`config.mk`:
```
export PLATFORM = sky130hd
export DESIGN_NAME = imu_gyro_frame_parser_core
export DESIGN_NICKNAME = d
export VERILOG_FILES = /design/src/hdl/gfp_pkg.sv /design/src/hdl/gfp_parser.sv /design/src/hdl/gfp_out_stage.sv /design/src/hdl/imu_gyro_frame_parser_core.sv
export SDC_FILE = /design/constraint.sdc
export NUM_CORES = 1
export LEC_CHECK = 0
export ABC_CLOCK_PERIOD_IN_PS = 8400
export BUFFER_PORTS_ARGS = -buffer_cell sky130_fd_sc_hd__buf_2
export CAP_MARGIN = 20
export CORE_UTILIZATION = 25
export DETAILED_ROUTE_END_ITERATION = 16
export SLEW_MARGIN = 20
export SYNTH_ARGS = -nofsm -noshare
export SYNTH_HDL_FRONTEND = slang
export SYNTH_SLANG_ARGS = --single-unit
export TNS_END_PERCENT = 20
```
`constraint.sdc`:
```
create_clock -name clock -period 8.4 [get_ports clock]
set_clock_uncertainty 0.1 [all_clocks]
set_input_delay 0.42 -clock clock [delete_from_list [all_inputs] [get_ports clock]]
set_output_delay 0.42 -clock clock [all_outputs]
set_load 0.01 [all_outputs]
```
`src/hdl/gfp_pkg.sv`:
```
`timescale 1ns / 1ps
// ----------------------------------------------------------------------------
// gfp_pkg
// Shared constants and types for the gyro frame parser.
// ----------------------------------------------------------------------------
package gfp_pkg;

   localparam int BYTE_W  = 8;
   localparam int IDX_W   = 4;
   localparam int Z_W     = 16;
   localparam int RATE_W  = 23;
   localparam int PITCH_W = 19;

   localparam logic [BYTE_W-1:0] HDR_BYTE  = 8'h55;
   localparam logic [BYTE_W-1:0] TYPE_BYTE = 8'h52;
   // 0x55 + 0x52, mod 256
   localparam logic [BYTE_W-1:0] SUM_SEED  = 8'hA7;

   localparam logic [IDX_W-1:0] Z_LO_IDX  = 4'd4;
   localparam logic [IDX_W-1:0] Z_HI_IDX  = 4'd5;
   localparam logic [IDX_W-1:0] CHECK_IDX = 4'd8;

   localparam logic [RATE_W-1:0] RATE_GAIN = 23'd125;

   typedef struct packed {
      logic           good;  // checksum matched on this beat
      logic [Z_W-1:0] z;     // assembled z word
   } gfp_frame_type;

endpackage

```
`src/hdl/gfp_parser.sv`:
```
`timescale 1ns / 1ps
// ----------------------------------------------------------------------------
// gfp_parser
// Header hunt, type check, payload collection and checksum for one byte/beat.
// ----------------------------------------------------------------------------
module gfp_parser
   import gfp_pkg::*;
(
   input  logic              clock,
   input  logic              reset,
   input  logic              byte_vld,
   input  logic [BYTE_W-1:0] byte_in,
   output gfp_frame_type     frame
);

   localparam logic [1:0] PH_HUNT = 2'd0;
   localparam logic [1:0] PH_TYPE = 2'd1;
   localparam logic [1:0] PH_DATA = 2'd2;

   logic [1:0]        phase_ff, phase_in;
   logic [IDX_W-1:0]  idx_ff, idx_in;
   logic [BYTE_W-1:0] sum_ff, sum_in;
   logic [Z_W-1:0]    z_ff, z_in;

   always_comb begin
      phase_in = phase_ff;
      idx_in   = idx_ff;
      sum_in   = sum_ff;
      z_in     = z_ff;
      case (phase_ff)
         PH_TYPE: begin
            if (byte_in == TYPE_BYTE) begin
               phase_in = PH_DATA;
               idx_in   = '0;
               sum_in   = SUM_SEED;
            end else begin
               phase_in = PH_HUNT;
            end
         end
         PH_DATA: begin
            if (idx_ff != CHECK_IDX) begin
               if (idx_ff == Z_LO_IDX) z_in[7:0]  = byte_in;
               if (idx_ff == Z_HI_IDX) z_in[15:8] = byte_in;
               sum_in = sum_ff + byte_in;
               idx_in = idx_ff + 1'b1;
            end else begin
               phase_in = PH_HUNT;
               idx_in   = '0;
            end
         end
         default: begin
            phase_in = (byte_in == HDR_BYTE) ? PH_TYPE : PH_HUNT;
         end
      endcase
   end

   assign frame.good = byte_vld && (phase_ff == PH_DATA) && (idx_ff == CHECK_IDX)
                       && (byte_in == sum_ff);
   assign frame.z    = z_ff;

   always_ff @(posedge clock) begin
      if (reset) begin
         phase_ff <= PH_HUNT;
         idx_ff   <= '0;
         sum_ff   <= '0;
         z_ff     <= '0;
      end else if (byte_vld) begin
         phase_ff <= phase_in;
         idx_ff   <= idx_in;
         sum_ff   <= sum_in;
         z_ff     <= z_in;
      end
   end

endmodule

```
`src/hdl/gfp_out_stage.sv`:
```
`timescale 1ns / 1ps
// ----------------------------------------------------------------------------
// gfp_out_stage
// Scales z to rate and pitch and holds the result beat until taken.
// ----------------------------------------------------------------------------
module gfp_out_stage
   import gfp_pkg::*;
(
   input  logic                      clock,
   input  logic                      reset,
   input  gfp_frame_type             frame,
   input  logic                      rsp_ready,
   output logic                      rsp_valid,
   output logic signed [Z_W-1:0]     rsp_gyro_z_raw,
   output logic signed [RATE_W-1:0]  rsp_yaw_rate,
   output logic signed [PITCH_W-1:0] rsp_pitch_value
);

   logic                      vld_ff, vld_in;
   logic        [Z_W-1:0]     z_ff;
   logic        [RATE_W-1:0]  rate_ff, rate_in;
   logic        [PITCH_W-1:0] pitch_ff, pitch_in, z_p;
   logic        [RATE_W-1:0]  z_r;

   assign z_r      = {{(RATE_W-Z_W){frame.z[Z_W-1]}}, frame.z};
   assign z_p      = {{(PITCH_W-Z_W){frame.z[Z_W-1]}}, frame.z};
   assign rate_in  = z_r * RATE_GAIN;
   // -(5z) as -(4z + z)
   assign pitch_in = '0 - ((z_p << 2) + z_p);

   always_comb begin
      vld_in = vld_ff;
      if (frame.good)     vld_in = 1'b1;
      else if (rsp_ready) vld_in = 1'b0;
   end

   always_ff @(posedge clock) begin
      if (reset) vld_ff <= 1'b0;
      else       vld_ff <= vld_in;
   end

   always_ff @(posedge clock) begin
      if (frame.good) begin
         z_ff     <= frame.z;
         rate_ff  <= rate_in;
         pitch_ff <= pitch_in;
      end
   end

   assign rsp_valid       = vld_ff;
   assign rsp_gyro_z_raw  = z_ff;
   assign rsp_yaw_rate    = rate_ff;
   assign rsp_pitch_value = pitch_ff;

endmodule

```
`src/hdl/imu_gyro_frame_parser_core.sv`:
```
`timescale 1ns / 1ps
// ----------------------------------------------------------------------------
// imu_gyro_frame_parser_core
// Byte-stream parser for 0x55 0x52 angular-rate frames with 8-bit sum check.
// ----------------------------------------------------------------------------
// Takes one received byte per cycle. A byte is captured in an input register,
// parsed once the result register can take a beat, and a frame with a good
// checksum loads the result register. The input keeps taking a byte every
// cycle as long as the result register is empty or being drained; a waiting
// result that is not taken holds the input register and then req_ready drops.
// Results: raw z, z*125 (11 fraction bits, deg/s) and -z*5 (14 fraction bits).
// Bad frames produce no beat.
module imu_gyro_frame_parser_core
   import gfp_pkg::*;
(
   input  logic                      clock,
   input  logic                      reset,
   input  logic                      req_valid,
   output logic                      req_ready,
   input  logic [BYTE_W-1:0]         req_rx_byte,
   output logic                      rsp_valid,
   input  logic                      rsp_ready,
   output logic signed [Z_W-1:0]     rsp_gyro_z_raw,
   output logic signed [RATE_W-1:0]  rsp_yaw_rate,
   output logic signed [PITCH_W-1:0] rsp_pitch_value
);

   logic              in_vld_ff, in_vld_in;
   logic [BYTE_W-1:0] in_byte_ff;
   logic              adv;
   gfp_frame_type     frame;

   // parse the held byte when the result register can take a beat
   assign adv       = in_vld_ff && (!rsp_valid || rsp_ready);
   assign req_ready = !in_vld_ff || adv;
   assign in_vld_in = req_ready ? req_valid : in_vld_ff;

   always_ff @(posedge clock) begin
      if (reset) in_vld_ff <= 1'b0;
      else       in_vld_ff <= in_vld_in;
   end

   always_ff @(posedge clock) begin
      if (req_valid && req_ready) in_byte_ff <= req_rx_byte;
   end

   gfp_parser u_parser (
      .clock    (clock),
      .reset    (reset),
      .byte_vld (adv),
      .byte_in  (in_byte_ff),
      .frame    (frame)
   );

   gfp_out_stage u_out (
      .clock           (clock),
      .reset           (reset),
      .frame           (frame),
      .rsp_ready       (rsp_ready),
      .rsp_valid       (rsp_valid),
      .rsp_gyro_z_raw  (rsp_gyro_z_raw),
      .rsp_yaw_rate    (rsp_yaw_rate),
      .rsp_pitch_value (rsp_pitch_value)
   );

`ifndef SYNTH
   a_good_needs_byte: assert property (@(posedge clock) disable iff (reset)
      frame.good |-> adv)
      else $error("frame accepted without a parsed byte");

   a_no_load_over_full: assert property (@(posedge clock) disable iff (reset)
      (rsp_valid && !rsp_ready) |-> !frame.good)
      else $error("result overwritten while waiting");

   a_rate_matches_z: assert property (@(posedge clock) disable iff (reset)
      rsp_valid |-> (rsp_yaw_rate == RATE_W'(rsp_gyro_z_raw * 125)))
      else $error("rate does not match raw z");

   a_pitch_matches_z: assert property (@(posedge clock) disable iff (reset)
      rsp_valid |-> (rsp_pitch_value == PITCH_W'(-(rsp_gyro_z_raw * 5))))
      else $error("pitch does not match raw z");
`endif

endmodule
```
; After elaboration in Yosys (flattened, before gate mapping)
; Index checks and enable logic that the tools add are counted.
[totals]
mem_bits_rw = 0
mem_count = 0
regBits = 98
latchBits = 0
in_bits = 12
mem_bits_ro = 0
[op_classes]
div_mod_pow = 0
n_addsub = 4
n_mul = 1
mux = 12
reduce_logical = 16
n_eq_ne = 12
magnitude_cmp = 0
bitwise = 0
shifts = 0
[op_table]
columns = operator, n
row1 = 16-bit by 8-bit multiplier with 23-bit output (second input constant), 1
row2 = 18-bit by 16-bit adder with 19-bit output, 1
row3 = 1-bit by 19-bit subtractor with 19-bit output (first input constant), 1
row4 = 8-bit by 7-bit == test with 1-bit output (second input constant), 2
row5 = 8-bit two-way mux, 2
row6 = 8-bit case mux with 2 select lines, 1
row7 = 4-bit AND reduction, 3
row8 = 8-bit adder, 1
row9 = 4-bit by 3-bit == test with 1-bit output (second input constant), 2
row10 = 8-bit == test, 1
row11 = 4-bit two-way mux, 2
row12 = 4-bit case mux with 2 select lines, 1
row13 = 1-bit logical AND, 5
row14 = 4-bit by 1-bit adder with 4-bit output (second input constant), 1
row15 = 4-bit == test (second input constant), 1
row16 = 2-bit two-way mux, 2
row17 = 2-bit by 1-bit inequality test with 1-bit output (second input constant), 2
row18 = 4-bit inequality test (second input constant), 1
row19 = 2-bit case mux with 2 select lines, 1
row20 = 2-bit nonzero test, 2
row21 = 1-bit two-way mux, 3
row22 = 3-bit AND reduction, 1
row23 = 2-bit by 1-bit == test with 1-bit output (second input constant), 1
row24 = 2-bit == test (second input constant), 1
row25 = 4 further kinds, 6

; Depth between registers and ports, before layout
[logic_depth]
ltp_word = 7
ltp_mapped = 16
depth_no_buf = 16

; Cells and area by module
; Synthesis repeated with hierarchy kept, for this count alone.
[unflattened]
cells_unflattened = 762
hier_area_um2 = 7783.7
[by_module_without_submodules]
columns = mod, seq_area_each_um2, instances, area_each_um2, cells_each
row1 = gfp_out_stage, 1671.6, 1, 5781.8, 544
row2 = gfp_parser, 600.6, 1, 1689.1, 203
row3 = imu_gyro_frame_parser_core, 260.2, 1, 312.8, 15

; Least setup slack after synthesis
; Ideal clock, no wire load.
[synth_timing]
kind = flip-flop to flip-flop
from = register in_byte_ff[5]
to = register u_out.z_ff[10] (netlist: u_out.rsp_gyro_z_raw[10]), enable pin
period_less_slack_ns = 7.133
slack_ns = 1.267
setup_ns = 0.608
stages_incl_launch_ff = 5
arrival_ns = 6.425
cell_sequence = edfxtp_1 > ha_1 > nor4_1 > nand2_1 > nor4_1
[synth_rtl]
columns = element, line
row1 = start: declaration, imu_gyro_frame_parser_core.sv:29  ; logic [BYTE_W-1:0] in_byte_ff;
row2 = start signal: assignment, imu_gyro_frame_parser_core.sv:44  ; if (req_valid && req_ready) in_byte_ff <= req_rx_byte;
row3 = end signal: assignment, gfp_out_stage.sv:44  ; z_ff <= frame.z;
row4 = end: declaration, gfp_out_stage.sv:20  ; logic [Z_W-1:0] z_ff;

; Worst setup path in the final report
[layout_timing]
from = register u_parser.z_ff[7]
to = register u_out.rate_ff[21] (netlist: u_out.rsp_yaw_rate[21]) (data pin)
[layout_via]
elab_chain_len = 1
[layout_lines]
columns = element, line
row1 = start: declaration, gfp_parser.sv:23  ; logic [Z_W-1:0] z_ff, z_in;
row2 = start signal: assignment, gfp_parser.sv:71  ; z_ff <= z_in;
row3 = 16-bit by 8-bit multiplier with 23-bit output, gfp_out_stage.sv:27  ; assign rate_in = z_r * RATE_GAIN;
row4 = named net u_out.rate_in[21], gfp_out_stage.sv:21  ; logic [RATE_W-1:0] rate_ff, rate_in;
row5 = end signal: assignment, gfp_out_stage.sv:45  ; rate_ff <= rate_in;
row6 = end: declaration, gfp_out_stage.sv:21
; The timed path passes the listed nets, and every way through them passes these cells.
; A chain may end at the register's enable or synchronous reset.

==> metrics.yaml <==
cp-end-kind: "flop"
first_pass_iters: 4
reg2reg_setup_slack_ns: 3.11
switching_power_uw: 230
p_int_uw: 745
routed_wl_um: 16000
worstHoldStart: "req_rx_byte[6]"
postCtsSetupRepairBufs: 0
die_y_um: 177
synth.area.mux_share: 0.0212
area_growth_pct: 14.7
cts_resized: 0
cts.sinks: 95
final_max_slew_viol_count: 0
worstSetupPathType: "reg -> reg"
clk_latency_ns: 0.37
grt_pass1_wl_um: 26100
pwr-share-clk: 0.467
final_common_cell: "inv_1"
io_pins: 72
synth-xor-area-share: 0.0471
worstPathArrival_ns: 5.37
ys_seq_area_frac: 0.332
antenna_left: 0
dieArea_um2: 31200
comb_power_share: 0.017
root_buffer: "clkbuf_16"
setup_viol: 0
start_kind: "flop"
die_w_um: 177
synth-compound-area-share: 0.0867
timing.rr.start: "u_parser.z_ff[7]$_SDFFE_PP0P_"
fin_nets: 983
cp_slowest_cell: "a311oi_1"
irDropWorstVdd_uv: 89.0
max_freq_mhz: 189
num_vias: 5052
max_stage_delay_ns: 0.58
cpLargestDelayFamily: "adder cells"
layout_min_cycle_time_ns: 5.29
crit_buf_inv: 4
yosys-top-cells-area: "edfxtp_1, ha_1, fa_1"
critical_path.cell_chain: "inv_1 > fa_1 > fa_1 > inv_1 > fa_1 > inv_1 > fa_1 > inv_1 > ha_1 > or3_1 > a311oi_1 > o31ai_1 > a21oi_2 > a21oi_1 > o311ai_2"
rsz0062_at_grt: "false"
cts_made_buffers: 9
synth-simple-area-share: 0.0964
syn_avg_cell_area_um2: 10.4
globalRouteTotalUtil: 0.108
drive_above_1_share: 0.124
antenna_found_initial: 0
placedCellCount: 1188
synth_top_family_by_area: "adder cells"
overflow: 0
diodes: 0
place_congestion: 0.832
yosys.cell_types.count: 57
grt_max_degree: 56
num_rows: 63
mostFrequentLayoutCells: "inv_1, ha_1, buf_2, edfxtp_1, fa_1"
cts_tree: "built"
p_leak_uw: 0.00431
status: "finished, final reports clean"
clockBufferDepth: 2
cts_hold_buf: 0
worstHoldEndpoint: "in_byte_ff[6]$_DFFE_PP_"
power_frac_seq: 0.516
synthAdderAreaFrac: 0.324
viasPerCell: 4.20
worstHoldPathCells: 1
maxCapViolCount: 0
ys_warn_count: 0
synthesis.nets: 909
post-route-period-util: 0.630
synth_top_cell_area_share: 0.248
synth_top_area_cell: "edfxtp_1"
yosys_register_bits: 95
worst_pin_slew_ns: 0.766
crit_fanout: 6
reg2reg_depth: 15
hpwl_um: 12700
critPathRequiredTime_ns: 8.48
min_path_type: "in -> reg"
fin_setup_tns_ns: 0
nFillCells: 3129
synth_area_um2: 7620
htreeDepth: 3
synth_edf_count: 63
p_per_area_nw_per_um2: 112
stdcell_count: 1204
hold_viol: 0
timing.max_slew.rel_slack: 0.489
post-route-drc-count: 0
start_util: 0.256
routedWlPerCell_um: 13.3
switching_share: 0.236
path_clk_slew_ns: 0.07
port_buffers: 71
postSynthCellCount: 735
drt_iter0_markers: 225
synthArstFlopShare: 0
core_area_um2: 29800
grt_pass1_vias: 5190
synth_ff_type: "edfxtp_1"
rr_endpoint: "u_out.rsp_yaw_rate[21]$_DFFE_PP_"
[worst register-to-register path, stage by stage (launching register included)]
cell and delay, ns:
dfxtp_1 0.54, inv_1 0.25, fa_1 0.53, fa_1 0.49
inv_1 0.06, fa_1 0.53, inv_1 0.06, fa_1 0.53
inv_1 0.04, ha_1 0.22, or3_1 0.39, a311oi_1 0.58
o31ai_1 0.16, a21oi_2 0.24, a21oi_1 0.12, o311ai_2 0.28
[registers in the layout (all words and copies together) (netlist names)]
register / cells
in_byte_ff: 8
u_parser.sum_ff: 8
in_vld_ff: 1
u_out.rsp_gyro_z_raw: 14
u_parser.phase_ff: 2
u_out.rsp_valid: 1
u_parser.idx_ff: 4
u_out.rsp_yaw_rate: 22
u_parser.z_ff: 16
u_out.rsp_pitch_value: 19
[power by group through the flow]
stage	clock network (uW)	registers (uW)	logic, uW
2_1_floorplan	0	510	12.7
3_3_place_gp	0	514	16.6
3_5_place_dp	0	515	17.0
4_1_cts	471	504	16.9
5_1_grt	486	504	18.8
6_report	455	504	16.7
[per-stage QoR]
step	setup WS [ns]	hold WS, ns	utilization	instance area (um^2)	total power (uW)
floorplan	1.27	0.350	-	7620	523
CTS	3.03	0.114	0.293	8740	991
global placement	3.13	0.362	0.282	8420	531
finish	3.11	0.131	0.293	8740	976
global route	2.84	0.114	0.293	8740	1010
detailed placement	3.03	0.366	0.282	8420	532
[cells in the mapped netlist, drive strengths merged (2+ instances only)]
cell type,instances
a211oi,2
mux2i,15
ha,103
o211ai,2
nand4,5
and3,2
or3,5
xnor2,32
nor2,47
nand2,27
buf,5
inv,171
nand4b,2
nor3,9
o21bai,5
o31ai,3
and2,2
a311oi,5
o21ai,18
o21a,5
fa,59
nand3,8
a21oi,40
nand2b,9
nor3b,2
xor2,9
edfxtp,63
clkbuf,4
nor2b,10
o22ai,2
nand3b,6
a21boi,2
nor4,4
dfxtp,32
a21o,7
[cell families (layout without fill, tap and decap cells)]
logic type	Yosys count	count (layout)
AOI/OAI and AO/OA	100	100
xor gates and xnor gates	41	41
adders and majority gates	162	162
buffers and inverters	180	259
DFF	95	95
muxes	16	16
and+or+nand+nor	141	141
[worst max-delay path by stage]
stage,from,end,cells past startpoint
global placement,u_parser.z_ff[6]$_SDFFE_PP0P_,u_out.rsp_yaw_rate[19]$_DFFE_PP_,15
CTS,u_parser.z_ff[7]$_SDFFE_PP0P_,u_out.rsp_yaw_rate[21]$_DFFE_PP_,15
floorplan,in_byte_ff[5]$_DFFE_PP_,u_out.rsp_gyro_z_raw[10]$_DFFE_PP_,4
detailed placement,u_parser.z_ff[7]$_SDFFE_PP0P_,u_out.rsp_yaw_rate[21]$_DFFE_PP_,15
finish,u_parser.z_ff[7]$_SDFFE_PP0P_,u_out.rsp_yaw_rate[21]$_DFFE_PP_,15
global route,u_parser.z_ff[6]$_SDFFE_PP0P_,u_out.rsp_yaw_rate[21]$_DFFE_PP_,15
[final cells by class]
cell class,instances,area [um^2],area share
Timing Repair Buffer,72,363,0.0415
Sequential cell,95,2530,0.290
Clock buffer,9,225,0.0258
Tap cell,390,488,0.0558
Inverter,171,642,0.0734
Multi-Input combinational cell,460,4390,0.503
Clock inverter,7,97.6,0.0112
[per-layer routing]
| layer | track usage | up-vias | share of wire | wire length, um |
|---|---|---|---|---|
| li1 | - | 2573 | - | - |
| met1 | 0.137 | 2392 | 0.46 | 7270 |
| met2 | 0.185 | 73 | 0.50 | 7920 |
| met3 | 0.0142 | 14 | 0.036 | 574 |
| met4 | 0.0374 | 0 | 0.012 | 195 |
| met5 | 0 | - | 0 | 0 |
No activity file was read; power rests on OpenSTA's default activity.
